File: src/rtl/euler_totient_macros.svh
// Assertion macros shared by the euler_totient RTL.
// No dependencies; included by the modules that carry assertions.
`ifndef EULER_TOTIENT_MACROS_SVH
`define EULER_TOTIENT_MACROS_SVH

// same-cycle implication, disabled during reset
`define ET_ASSERT_IMP(lbl, ck, rs, ante, cons) \
  lbl: assert property (@(posedge ck) disable iff (rs) (ante) |-> (cons)) \
    else $error("assertion failed");

// next-cycle implication, disabled during reset
`define ET_ASSERT_NXT(lbl, ck, rs, ante, cons) \
  lbl: assert property (@(posedge ck) disable iff (rs) (ante) |=> (cons)) \
    else $error("assertion failed");

`endif

File: src/rtl/et_pkg.sv
// Package for the euler_totient block: widths, state and command types.
// No dependencies.
package et_pkg;

  localparam int WIDTH = 32;
  localparam int DW    = WIDTH / 2 + 1;
  localparam int CW    = $clog2(WIDTH);

  typedef enum logic [2:0] {
    S_IDLE,
    S_DIV,
    S_EVAL,
    S_FINAL,
    S_OUT
  } state_t;

  typedef enum logic [1:0] {
    MUL_DM1,
    MUL_D,
    MUL_NM1
  } mul_sel_t;

  typedef struct packed {
    logic     load;
    logic     div_start;
    logic     div_step;
    logic     take_q;
    logic     mul_en;
    mul_sel_t mul_sel;
    logic     d_inc;
    logic     out_load;
  } cmd_t;

  typedef struct packed {
    logic div_last;
    logic d_gt_q;
    logic rem_zero;
    logic n_gt1;
  } sts_t;

endpackage

File: src/rtl/et_dpath.sv
// Datapath: residual n, candidate d, accumulator, restoring divider, output register.
// Depends on et_pkg and euler_totient_macros.svh.
`include "euler_totient_macros.svh"

module et_dpath (
  input  logic                       clk,
  input  logic                       rst,
  input  et_pkg::cmd_t               cmd,
  output et_pkg::sts_t               sts,
  input  logic [et_pkg::WIDTH-1:0]   value,
  output logic [et_pkg::WIDTH-1:0]   totient
);

  logic [et_pkg::WIDTH-1:0]   n;
  logic [et_pkg::WIDTH-1:0]   n_next;
  logic [et_pkg::DW-1:0]      d;
  logic [et_pkg::WIDTH-1:0]   acc;
  logic [et_pkg::WIDTH-1:0]   quo;
  logic [et_pkg::DW-1:0]      rem;
  logic [et_pkg::CW-1:0]      cnt;
  logic [et_pkg::DW:0]        rem_sh;
  logic [et_pkg::DW:0]        rem_sub;
  logic                       ge;
  logic [et_pkg::WIDTH-1:0]   mul_op;
  logic [2*et_pkg::WIDTH-1:0] prod;

  assign rem_sh  = {rem, quo[et_pkg::WIDTH-1]};
  assign rem_sub = rem_sh - {1'b0, d};
  assign ge      = rem_sh >= {1'b0, d};

  always_comb begin
    if (cmd.load) begin
      n_next = value;
    end else if (cmd.take_q) begin
      n_next = quo;
    end else begin
      n_next = n;
    end
  end

  always_comb begin
    unique case (cmd.mul_sel)
      et_pkg::MUL_DM1: mul_op = et_pkg::WIDTH'(d) - et_pkg::WIDTH'(1);
      et_pkg::MUL_D:   mul_op = et_pkg::WIDTH'(d);
      et_pkg::MUL_NM1: mul_op = n - et_pkg::WIDTH'(1);
      default:         mul_op = et_pkg::WIDTH'(1);
    endcase
  end

  assign prod = acc * mul_op;

  always_ff @(posedge clk) begin
    n <= n_next;
    if (cmd.load) begin
      d   <= et_pkg::DW'(2);
      acc <= et_pkg::WIDTH'(1);
    end else begin
      if (cmd.d_inc) begin
        d <= d + et_pkg::DW'(1);
      end
      if (cmd.mul_en) begin
        acc <= prod[et_pkg::WIDTH-1:0];
      end
    end
    if (cmd.div_start) begin
      quo <= n_next;
      rem <= '0;
      cnt <= '0;
    end else if (cmd.div_step) begin
      quo <= {quo[et_pkg::WIDTH-2:0], ge};
      rem <= ge ? rem_sub[et_pkg::DW-1:0] : rem_sh[et_pkg::DW-1:0];
      cnt <= cnt + et_pkg::CW'(1);
    end
    if (cmd.out_load) begin
      totient <= acc;
    end
  end

  assign sts.div_last = cnt == et_pkg::CW'(et_pkg::WIDTH - 1);
  assign sts.d_gt_q   = et_pkg::WIDTH'(d) > quo;
  assign sts.rem_zero = rem == '0;
  assign sts.n_gt1    = n > et_pkg::WIDTH'(1);

  `ET_ASSERT_IMP(a_div_nonzero, clk, rst, cmd.div_step, d != '0)
  `ET_ASSERT_NXT(a_load_init, clk, rst, cmd.load, acc == 1 && d == 2 && cnt == 0)

endmodule

File: src/rtl/et_ctrl.sv
// Controller state machine: sequences divisions, multiplies and the output handshake.
// Depends on et_pkg and euler_totient_macros.svh.
`include "euler_totient_macros.svh"

module et_ctrl (
  input  logic         clk,
  input  logic         rst,
  input  logic         in_valid,
  output logic         in_ready,
  output logic         out_valid,
  input  logic         out_ready,
  output et_pkg::cmd_t cmd,
  input  et_pkg::sts_t sts
);

  et_pkg::state_t state;
  et_pkg::state_t state_next;
  logic           inner;
  logic           inner_next;
  logic           out_valid_next;

  always_ff @(posedge clk) begin
    if (rst) begin
      state     <= et_pkg::S_IDLE;
      inner     <= 1'b0;
      out_valid <= 1'b0;
    end else begin
      state     <= state_next;
      inner     <= inner_next;
      out_valid <= out_valid_next;
    end
  end

  always_comb begin
    state_next     = state;
    inner_next     = inner;
    out_valid_next = out_valid & ~out_ready;
    in_ready       = 1'b0;
    cmd            = '0;
    cmd.mul_sel    = et_pkg::MUL_D;
    unique case (state)
      et_pkg::S_IDLE: begin
        in_ready = 1'b1;
        if (in_valid) begin
          cmd.load      = 1'b1;
          cmd.div_start = 1'b1;
          inner_next    = 1'b0;
          state_next    = et_pkg::S_DIV;
        end
      end
      et_pkg::S_DIV: begin
        cmd.div_step = 1'b1;
        if (sts.div_last) begin
          state_next = et_pkg::S_EVAL;
        end
      end
      et_pkg::S_EVAL: begin
        if (inner) begin
          cmd.div_start = 1'b1;
          state_next    = et_pkg::S_DIV;
          if (sts.rem_zero) begin
            cmd.take_q  = 1'b1;
            cmd.mul_en  = 1'b1;
            cmd.mul_sel = et_pkg::MUL_D;
          end else begin
            cmd.d_inc  = 1'b1;
            inner_next = 1'b0;
          end
        end else if (sts.d_gt_q) begin
          state_next = et_pkg::S_FINAL;
        end else begin
          cmd.div_start = 1'b1;
          state_next    = et_pkg::S_DIV;
          if (sts.rem_zero) begin
            cmd.take_q  = 1'b1;
            cmd.mul_en  = 1'b1;
            cmd.mul_sel = et_pkg::MUL_DM1;
            inner_next  = 1'b1;
          end else begin
            cmd.d_inc = 1'b1;
          end
        end
      end
      et_pkg::S_FINAL: begin
        cmd.mul_en  = sts.n_gt1;
        cmd.mul_sel = et_pkg::MUL_NM1;
        state_next  = et_pkg::S_OUT;
      end
      et_pkg::S_OUT: begin
        if (!out_valid || out_ready) begin
          cmd.out_load   = 1'b1;
          out_valid_next = 1'b1;
          state_next     = et_pkg::S_IDLE;
        end
      end
      default: begin
        state_next = et_pkg::S_IDLE;
      end
    endcase
  end

  `ET_ASSERT_NXT(a_div_holds, clk, rst, state == et_pkg::S_DIV && !sts.div_last, state == et_pkg::S_DIV)
  `ET_ASSERT_NXT(a_out_issue, clk, rst, state == et_pkg::S_OUT && (!out_valid || out_ready), out_valid && state == et_pkg::S_IDLE)

endmodule

File: src/rtl/euler_totient.sv
// Euler totient unit: one unsigned value in, phi(value) out.
// Channels: in_valid/in_ready carry value; out_valid/out_ready carry totient.
// Each transaction on the input yields exactly one transaction on the output.
// The block works on one value at a time. Prime factors are found by trial
// division with candidates d = 2, 3, ... while d <= n/d; every division runs
// through a restoring divider (S_DIV) followed by an evaluate state (S_EVAL).
// Inputs 0 and 1 finish with totient 1. The result sits in an output
// register; in_ready rises again as soon as the result is loaded, so the
// next value is taken while the receiver stalls. A finished result waits
// for the previous one to be taken before loading.
// Synchronous reset returns the controller to idle and drops out_valid.
// Depends on et_pkg, et_ctrl and et_dpath.
module euler_totient (
  input  logic                     clk,
  input  logic                     rst,
  input  logic                     in_valid,
  output logic                     in_ready,
  input  logic [et_pkg::WIDTH-1:0] value,
  output logic                     out_valid,
  input  logic                     out_ready,
  output logic [et_pkg::WIDTH-1:0] totient
);

  et_pkg::cmd_t cmd;
  et_pkg::sts_t sts;

  et_ctrl u_ctrl (
    .clk       (clk),
    .rst       (rst),
    .in_valid  (in_valid),
    .in_ready  (in_ready),
    .out_valid (out_valid),
    .out_ready (out_ready),
    .cmd       (cmd),
    .sts       (sts)
  );

  et_dpath u_dpath (
    .clk     (clk),
    .rst     (rst),
    .cmd     (cmd),
    .sts     (sts),
    .value   (value),
    .totient (totient)
  );

endmodule

File: config.mk
export PLATFORM = sky130hd
export DESIGN_NAME = euler_totient
export DESIGN_NICKNAME = d
export VERILOG_FILES = /design/src/rtl/et_pkg.sv /design/src/rtl/et_dpath.sv /design/src/rtl/et_ctrl.sv /design/src/rtl/euler_totient.sv
export VERILOG_INCLUDE_DIRS = /design/src /design/src/rtl
export SDC_FILE = /design/constraint.sdc
export NUM_CORES = 2
export LEC_CHECK = 0
export ABC_AREA = 1
export ABC_CLOCK_PERIOD_IN_PS = 8900
export BUFFER_PORTS_ARGS = -buffer_cell sky130_fd_sc_hd__buf_2
export CAP_MARGIN = 25
export CORE_MARGIN = 4
export CORE_UTILIZATION = 55
export CTS_CLUSTER_DIAMETER = 150
export DETAILED_ROUTE_END_ITERATION = 7
export PLACE_DENSITY = 0.72
export SYNTH_ARGS = -nofsm -noshare
export SYNTH_HDL_FRONTEND = slang
export SYNTH_SLANG_ARGS = --single-unit
export TNS_END_PERCENT = 1
File: constraint.sdc
create_clock -name clk -period 8.9 [get_ports clk]
set_input_delay 0.89 -clock clk [delete_from_list [all_inputs] [get_ports clk]]
set_output_delay 0.89 -clock clk [all_outputs]
set_load 0.01 [all_outputs]
**Yosys cells after proc, flatten, opt, wreduce, memory -nomap -nowiden**

Cells that the tools add are included.

- Register bits: 172
- Input port bits: 36
- Word-level logic and storage cells: 76

- Add/subtract/negate cells: 5
- Multipliers: 1
- $lt $le $gt $ge: 3
- Equal/unequal tests: 10
- Mux-type cells: 36
- Bitwise operators: 2
- Reduce and logical (&&, ||, !) cells: 9

Operator list:

| kind | count |
|---|---|
| $mux 32 | 4 |
| $pmux 32 s3 | 1 |
| $gt 17x32->1 | 1 |
| $gt 32x1->1 const B | 1 |
| $mul 32x32->32 | 1 |
| $sub 32x1->32 const B | 1 |
| $ge 18x17->1 | 1 |
| $sub 17x1->18 const B | 1 |
| $add 17x1->17 const B | 1 |
| $logic_not 17->1 | 1 |
| $mux 17 | 1 |
| $sub 17x17->17 | 1 |
| $mux 1 | 16 |
| $pmux 3 s5 | 1 |
| $mux 3 | 4 |
| $mux 5 | 2 |
| $mux 4 | 2 |
| $eq 3x2->1 const B | 2 |
| $pmux 3 s2 | 1 |
| $add 5x1->5 const B | 1 |
| $eq 5x5->1 const B | 1 |
| $mux 2 | 2 |
| $ne 2x2->1 const B | 2 |
| $pmux 1 s2 | 2 |
| other kinds (14) | 15 |

**Logic depth before layout (Yosys ltp)**

- Word-level depth: 8
- Depth in mapped cells: 51

**Modules after synthesis**

From an unflattened synthesis, not the netlist that was laid out.

- Cell total of the unflattened synthesis: 3,424
- Area total of the unflattened synthesis: 25,762.2 µm²

By module, submodules not included:

| module | instances | cells each | area each (µm²) | sequential area each (µm²) |
|---|---|---|---|---|
| et_dpath | 1 | 3,367 | 25,438.1 | 3,983.8 |
| et_ctrl | 1 | 57 | 324.1 | 100.1 |

**Least setup slack after synthesis**

No wires, ideal clock.

- Path kind: register -> register
- Start: register u_dpath.quo[15] in the netlist's numbering
- End: register u_dpath.acc[28] in the netlist's numbering
- Library setup time: 128 ps
- Arrival time: 7,790 ps
- Path slack: 982 ps
- Cell stages (with the launch flop): 44
- Buffers on the path: 2
- Clock period less this slack: 7,918 ps
- Cells stage by stage: edfxtp_1 > inv_1 > ha_1 > nand2_1 > inv_1 > o21ai_1 > nand2_1 > a21oi_1 > nand2_1 > nand2_1 > nand2_1 > nand2_2 > nand2_2 > buf_6 > nand3_1 > nand3_2 > inv_1 > clkbuf_1 > [... 8 more ...] > inv_1 > fa_1 > inv_1 > fa_1 > fa_1 > ha_1 > nand2_1 > o21ai_0 > a21oi_1 > inv_1 > nand3_1 > nand2_1 > inv_1 > o21ai_0 > nand3b_1 > o211ai_1 > xnor2_1 > a21oi_1

- Word-level cells in the longest chain between the ends: 7
- Elaborated cells between the ends (all ways): 9
- Classes of those cells: 1 x mul; 1 x order compare; 2 x eq/ne; 4 x mux; 1 x reduce/logical

RTL lines:

| element | RTL line | RTL |
|---|---|---|
| from (decl) | et_dpath.sv:18 | `logic [et_pkg::WIDTH-1:0] quo;` |
| from (signal assigned) | et_dpath.sv:66 | `quo <= n_next;` |
| from (signal assigned) | et_dpath.sv:70 | `quo <= {quo[et_pkg::WIDTH-2:0], ge};` |
| $gt 17x32->1 (*) | et_dpath.sv:80 | `assign sts.d_gt_q = et_pkg::WIDTH'(d) > quo;` |
| $mux 5 (*) | et_ctrl.sv:69 | `end else if (sts.d_gt_q) begin` |
| $mux 5 (*) | et_ctrl.sv:58 | `if (inner) begin` |
| $pmux 3 s2 (*) | et_ctrl.sv:41 | `unique case (state)` |
| $eq 2x2->1, or another cell as far along | et_dpath.sv:42 | `unique case (cmd.mul_sel)` |
| $pmux 32 s3 | et_dpath.sv:42 |  |
| $mul 32x32->32 | et_dpath.sv:50 | `assign prod = acc * mul_op;` |
| to (signal assigned) | et_dpath.sv:56 | `acc <= et_pkg::WIDTH'(1);` |
| to (signal assigned) | et_dpath.sv:62 | `acc <= prod[et_pkg::WIDTH-1:0];` |
| to (decl) | et_dpath.sv:17 | `logic [et_pkg::WIDTH-1:0] acc;` |

Every way passes the cells marked *; elsewhere a longest branch is shown, timed or not.
A chain may end at the register's enable or synchronous reset.

**Worst setup path in the final report**

- Start: register u_dpath.quo[10] in the netlist's numbering
- End: register u_dpath.acc[31] in the netlist's numbering

The elaborated chain is that of the path after synthesis.

==> results.txt <==
----------------------------------------------------
[Yosys]
  Mapped Nets ... 3,810
  Post-synthesis instance total ... 3,202
  Number of flops mapped to enable cells by yosys ... 64
  Cell type with the largest total area after synthesis ... fa_1
  Netlist Area Pre-Place ... 25,140 um^2
  Synthesized-area fraction occupied by adder cells ... 40.67%
  Number of distinct library cells after synthesis ... 50
  Share of cell area taken by muxes after synthesis ... 0%
  Share of the synthesized area in the top cell type ... 32.56%
  Main combinational cell family by area after synthesis ... adder cells
  Synth cell count leaders ... inv_1, nand2_1, fa_1
  Leading cell type by number of instances after synthesis ... inv_1
  Average footprint of a synthesized cell ... 7.853 um^2
  Ys Warns ... 0
  Post-synthesis sequential area ratio ... 16.24%
  Biggest area contributors in the synthesized netlist ... fa_1, inv_1, nand2_1, dfxtp_1, ha_1
  Synth Area in Simple Gates ... 20.49%
  Async set-reset flop share out of synthesis ... 0%
  Count of state elements after synthesis ... 172
  Dominant register cell in the synthesized netlist ... dfxtp_1
  Post-synthesis xor/xnor area fraction ... 2.707%
  Synthesized-area fraction occupied by ao, oa, aoi and oai cells ... 7.743%

[Clocking]
  Number of H-tree levels ... 4
  Clock latency of the later-clocked register in the worst-skew pair ... 0.51 ns
  Number of buffers on the longest clock path ... 2
  CTS tree ... done
  Clock edge transition at the registers on the reported setup and hold paths ... 0.08 ns
  CTS root buf ... clkbuf_16
  TritonCTS buffer count ... 17
  Number of sinks handled by clock tree synthesis ... 172

[Floorplanning]
  Number of rows created at floorplan ... 78
  Core footprint ... 45,280 um^2
  Ports ... 70
  Die Outline Area ... 49,200 um^2
  Die boundary height ... 221.8 um
  Effective utilization at floorplan ... 55.53%
  Horizontal die dimension ... 221.8 um

[Place]
  Placer Congestion ... 0.9601
  Post-detail-place hpwl ... 58.89 mm
  Cell area after placement ... 26,600 um^2
  Number of I/O port buffers ... 69

[Detailed routing]
  ANT nets after route ... 0
  DRC ... 0
  Total wire length after detailed routing ... 76.56 mm
  Drt pass-1 iters ... 6
  Via total after detailed routing ... 21.93k
  Vias per std cell ... 5.579
  Starting DRT DRC Count ... 1,901
  Routed WL per cell ... 19.48 um

[STA]
  Top achievable clock speed ... 116.1 MHz
  Final slew viol count ... 0
  Total of endpoints with negative setup slack in the final report ... 0
  Max-slew headroom ... 41.30%
  Slew at the pin closest to its max-slew limit ... 0.8805 ns
  Minimum period implied by the final worst setup slack ... 8.616 ns
  Final Hold Slack ... 0.4720 ns
  Number of hold violations in the final report ... 0
  Period Utilization, post-route ... 96.80%
  Final setup skew ... 0.01819 ns

[Worst hold path]
  Type of the tightest min-delay check ... flip-flop to flip-flop
  Hold wc startpoint ... u_dpath.cnt[4]

[Setup path]
  Required @ worst endpoint ... 9.31 ns
  Worst setup SP type ... flip-flop
  Most frequent cell on the critical path ... fa_1
  Maximum cell stage delay along the critical path ... 0.57 ns
  Worst reg2reg path startpoint ... u_dpath.quo[10]
  Capturing instance or port of the critical path ... u_dpath.acc[31]
  Depth of the most critical reg-to-reg path ... 40
  Logic depth of the worst path, buffers included ... 40
  Signal arrival time at the worst endpoint ... 9.02 ns
  Worst-path cell with the longest stage delay ... fa_1
  Worst R2R End ... u_dpath.acc[31]
  Type of the worst setup path ... flip-flop to flip-flop
  Number of buffer and inverter stages on the critical path ... 10
  Dominant delay contributor by cell family on the critical path ... adder cells
  Timing startpoint of the critical path ... u_dpath.quo[10]
  Register-to-Register Setup Slack ... 0.28 ns
  Critical path capture point type ... flip-flop
  Largest fanout on the critical path ... 7

[Pwr]
  Maximum ir drop on the vdd rail ... 217.0 uV
  Power density of the placed cells ... 107.1 nW/um^2
  Leakage power ... 13.56 nW

[Job]
  Max-capacitance violation count ... 0

[Global routing]
  GR Util All Layers ... 31.50%
  Maximum number of pins on one net before global-route repair ... 76
  Number of global-route vias before repair ... 22.46k
  Congestion Overflow GR ... 0
  Antenna violations before repair ... 0
  Wire length of the first global-routing pass ... 121.2 mm

[Layout]
  Fraction of final layout cells sized beyond drive strength 1 ... 11.98%
  Total number of nets in the final design ... 3,925
  Area Overhead vs Synth ... 11.51%
  Area of all placed cells without fillers ... 28,040 um^2

[Status]
  Outcome ... completed

----------------------------------------------------
[tightest hold or removal path, cell delays in order, from the launching register on]
cell and delay, ns:
dfxtp_1 0.32, nand3_1 0.07, nand2_1 0.04
[report_power, final]
group          switching [W]  internal, W
clock network       0.000436     0.000390
registers           0.000127     0.000959
logic               0.000719     0.000371
total                0.00128      0.00172
[worst min-delay path by stage]
stage	slack (ns)	end	cells after the start
after CTS	0.48	u_dpath.cnt[4]	2
after floorplan	0.41	u_dpath.totient[17]	0
after detailed placement	0.46	u_dpath.cnt[4]	2
after global placement	0.45	u_dpath.cnt[4]	2
after global routing	0.52	u_dpath.cnt[4]	2
final	0.47	u_dpath.cnt[4]	2
[cell usage in the layout (no fill, tap or decap), types with 9 or more instances in the layout]
master	instances
nand2_2	29
clkinv_1	17
a21oi_1	119
buf_2	69
nor2_1	333
edfxtp_1	64
nand3_1	109
nor2_2	23
ha_1	151
o21ai_1	12
nand3b_1	10
xnor2_1	33
nand4_1	34
clkbuf_16	18
inv_2	16
buf_4	124
dfxtp_1	102
buf_12	10
nor3_1	17
fa_1	400
o21ai_0	197
inv_1	652
fa_2	9
xor2_1	40
nand2_1	605
[per-stage QoR]
stage          total power, W  setup TNS (ns)  setup slack, ns  cells  utilization [%]
3_3_place_gp         0.002114        -0.05616         -0.05616   3858            58.73
4_1_cts              0.002979               0          0.02764   3895            60.30
2_1_floorplan        0.001817               0           0.9820   3202                -
5_1_grt              0.003198         -0.1985         -0.08581   3930            61.91
6_report             0.003002               0           0.2844   3931            61.92
3_5_place_dp         0.002145         -0.1274          -0.1018   3858            58.73
[cell type report]
class | count | area (um^2)
Antenna cell | 1 | 2.502
Tap cell | 600 | 750.7
Sequential cell | 172 | 4091
Clock inverter | 15 | 211.5
Multi-Input combinational cell | 2225 | 18370
Timing Repair Buffer | 209 | 1562
Clock buffer | 17 | 425.4
Inverter | 691 | 2616
Timing Repair inverter | 1 | 7.507
Fill cell | 4003 | 17250
[sequential cells by signal, indices dropped and copies added, names as in the netlist, 3 cells and up]
name,flops
u_ctrl.state,3
u_dpath.acc,32
u_dpath.cnt,5
u_dpath.d,17
u_dpath.n,32
u_dpath.quo,32
u_dpath.rem,17
u_dpath.totient,32
[cells by family (layout without fill, tap and decap cells)]
family	after synthesis	count (layout)
fa+ha+maj	572	572
buf+inv	805	933
simple gates	1206	1206
xor+xnor	76	76
other cells	0	1
compound gates	371	371
flops	172	172
[routing by layer]
layer / GRT usage [%] / vias to the layer above / share of wire [%]
li1: - / 9980 / -
met5: 0 / - / 0
met1: 40.20 / 10840 / 39
met4: 14.25 / 0 / 4.4
met2: 52.47 / 907 / 48
met3: 5.971 / 203 / 8.0
[what timing repair did]
action / 4_1_cts / 5_1_grt
setup endpoints to repair: 3 / 11
pin swaps: 0 / 26
gates resized for setup: 5 / 93
buffers inserted: 5 / 33
cloned: 0 / 2
hold buffers: 0 / 0
Power figures use the tool's default switching activity.
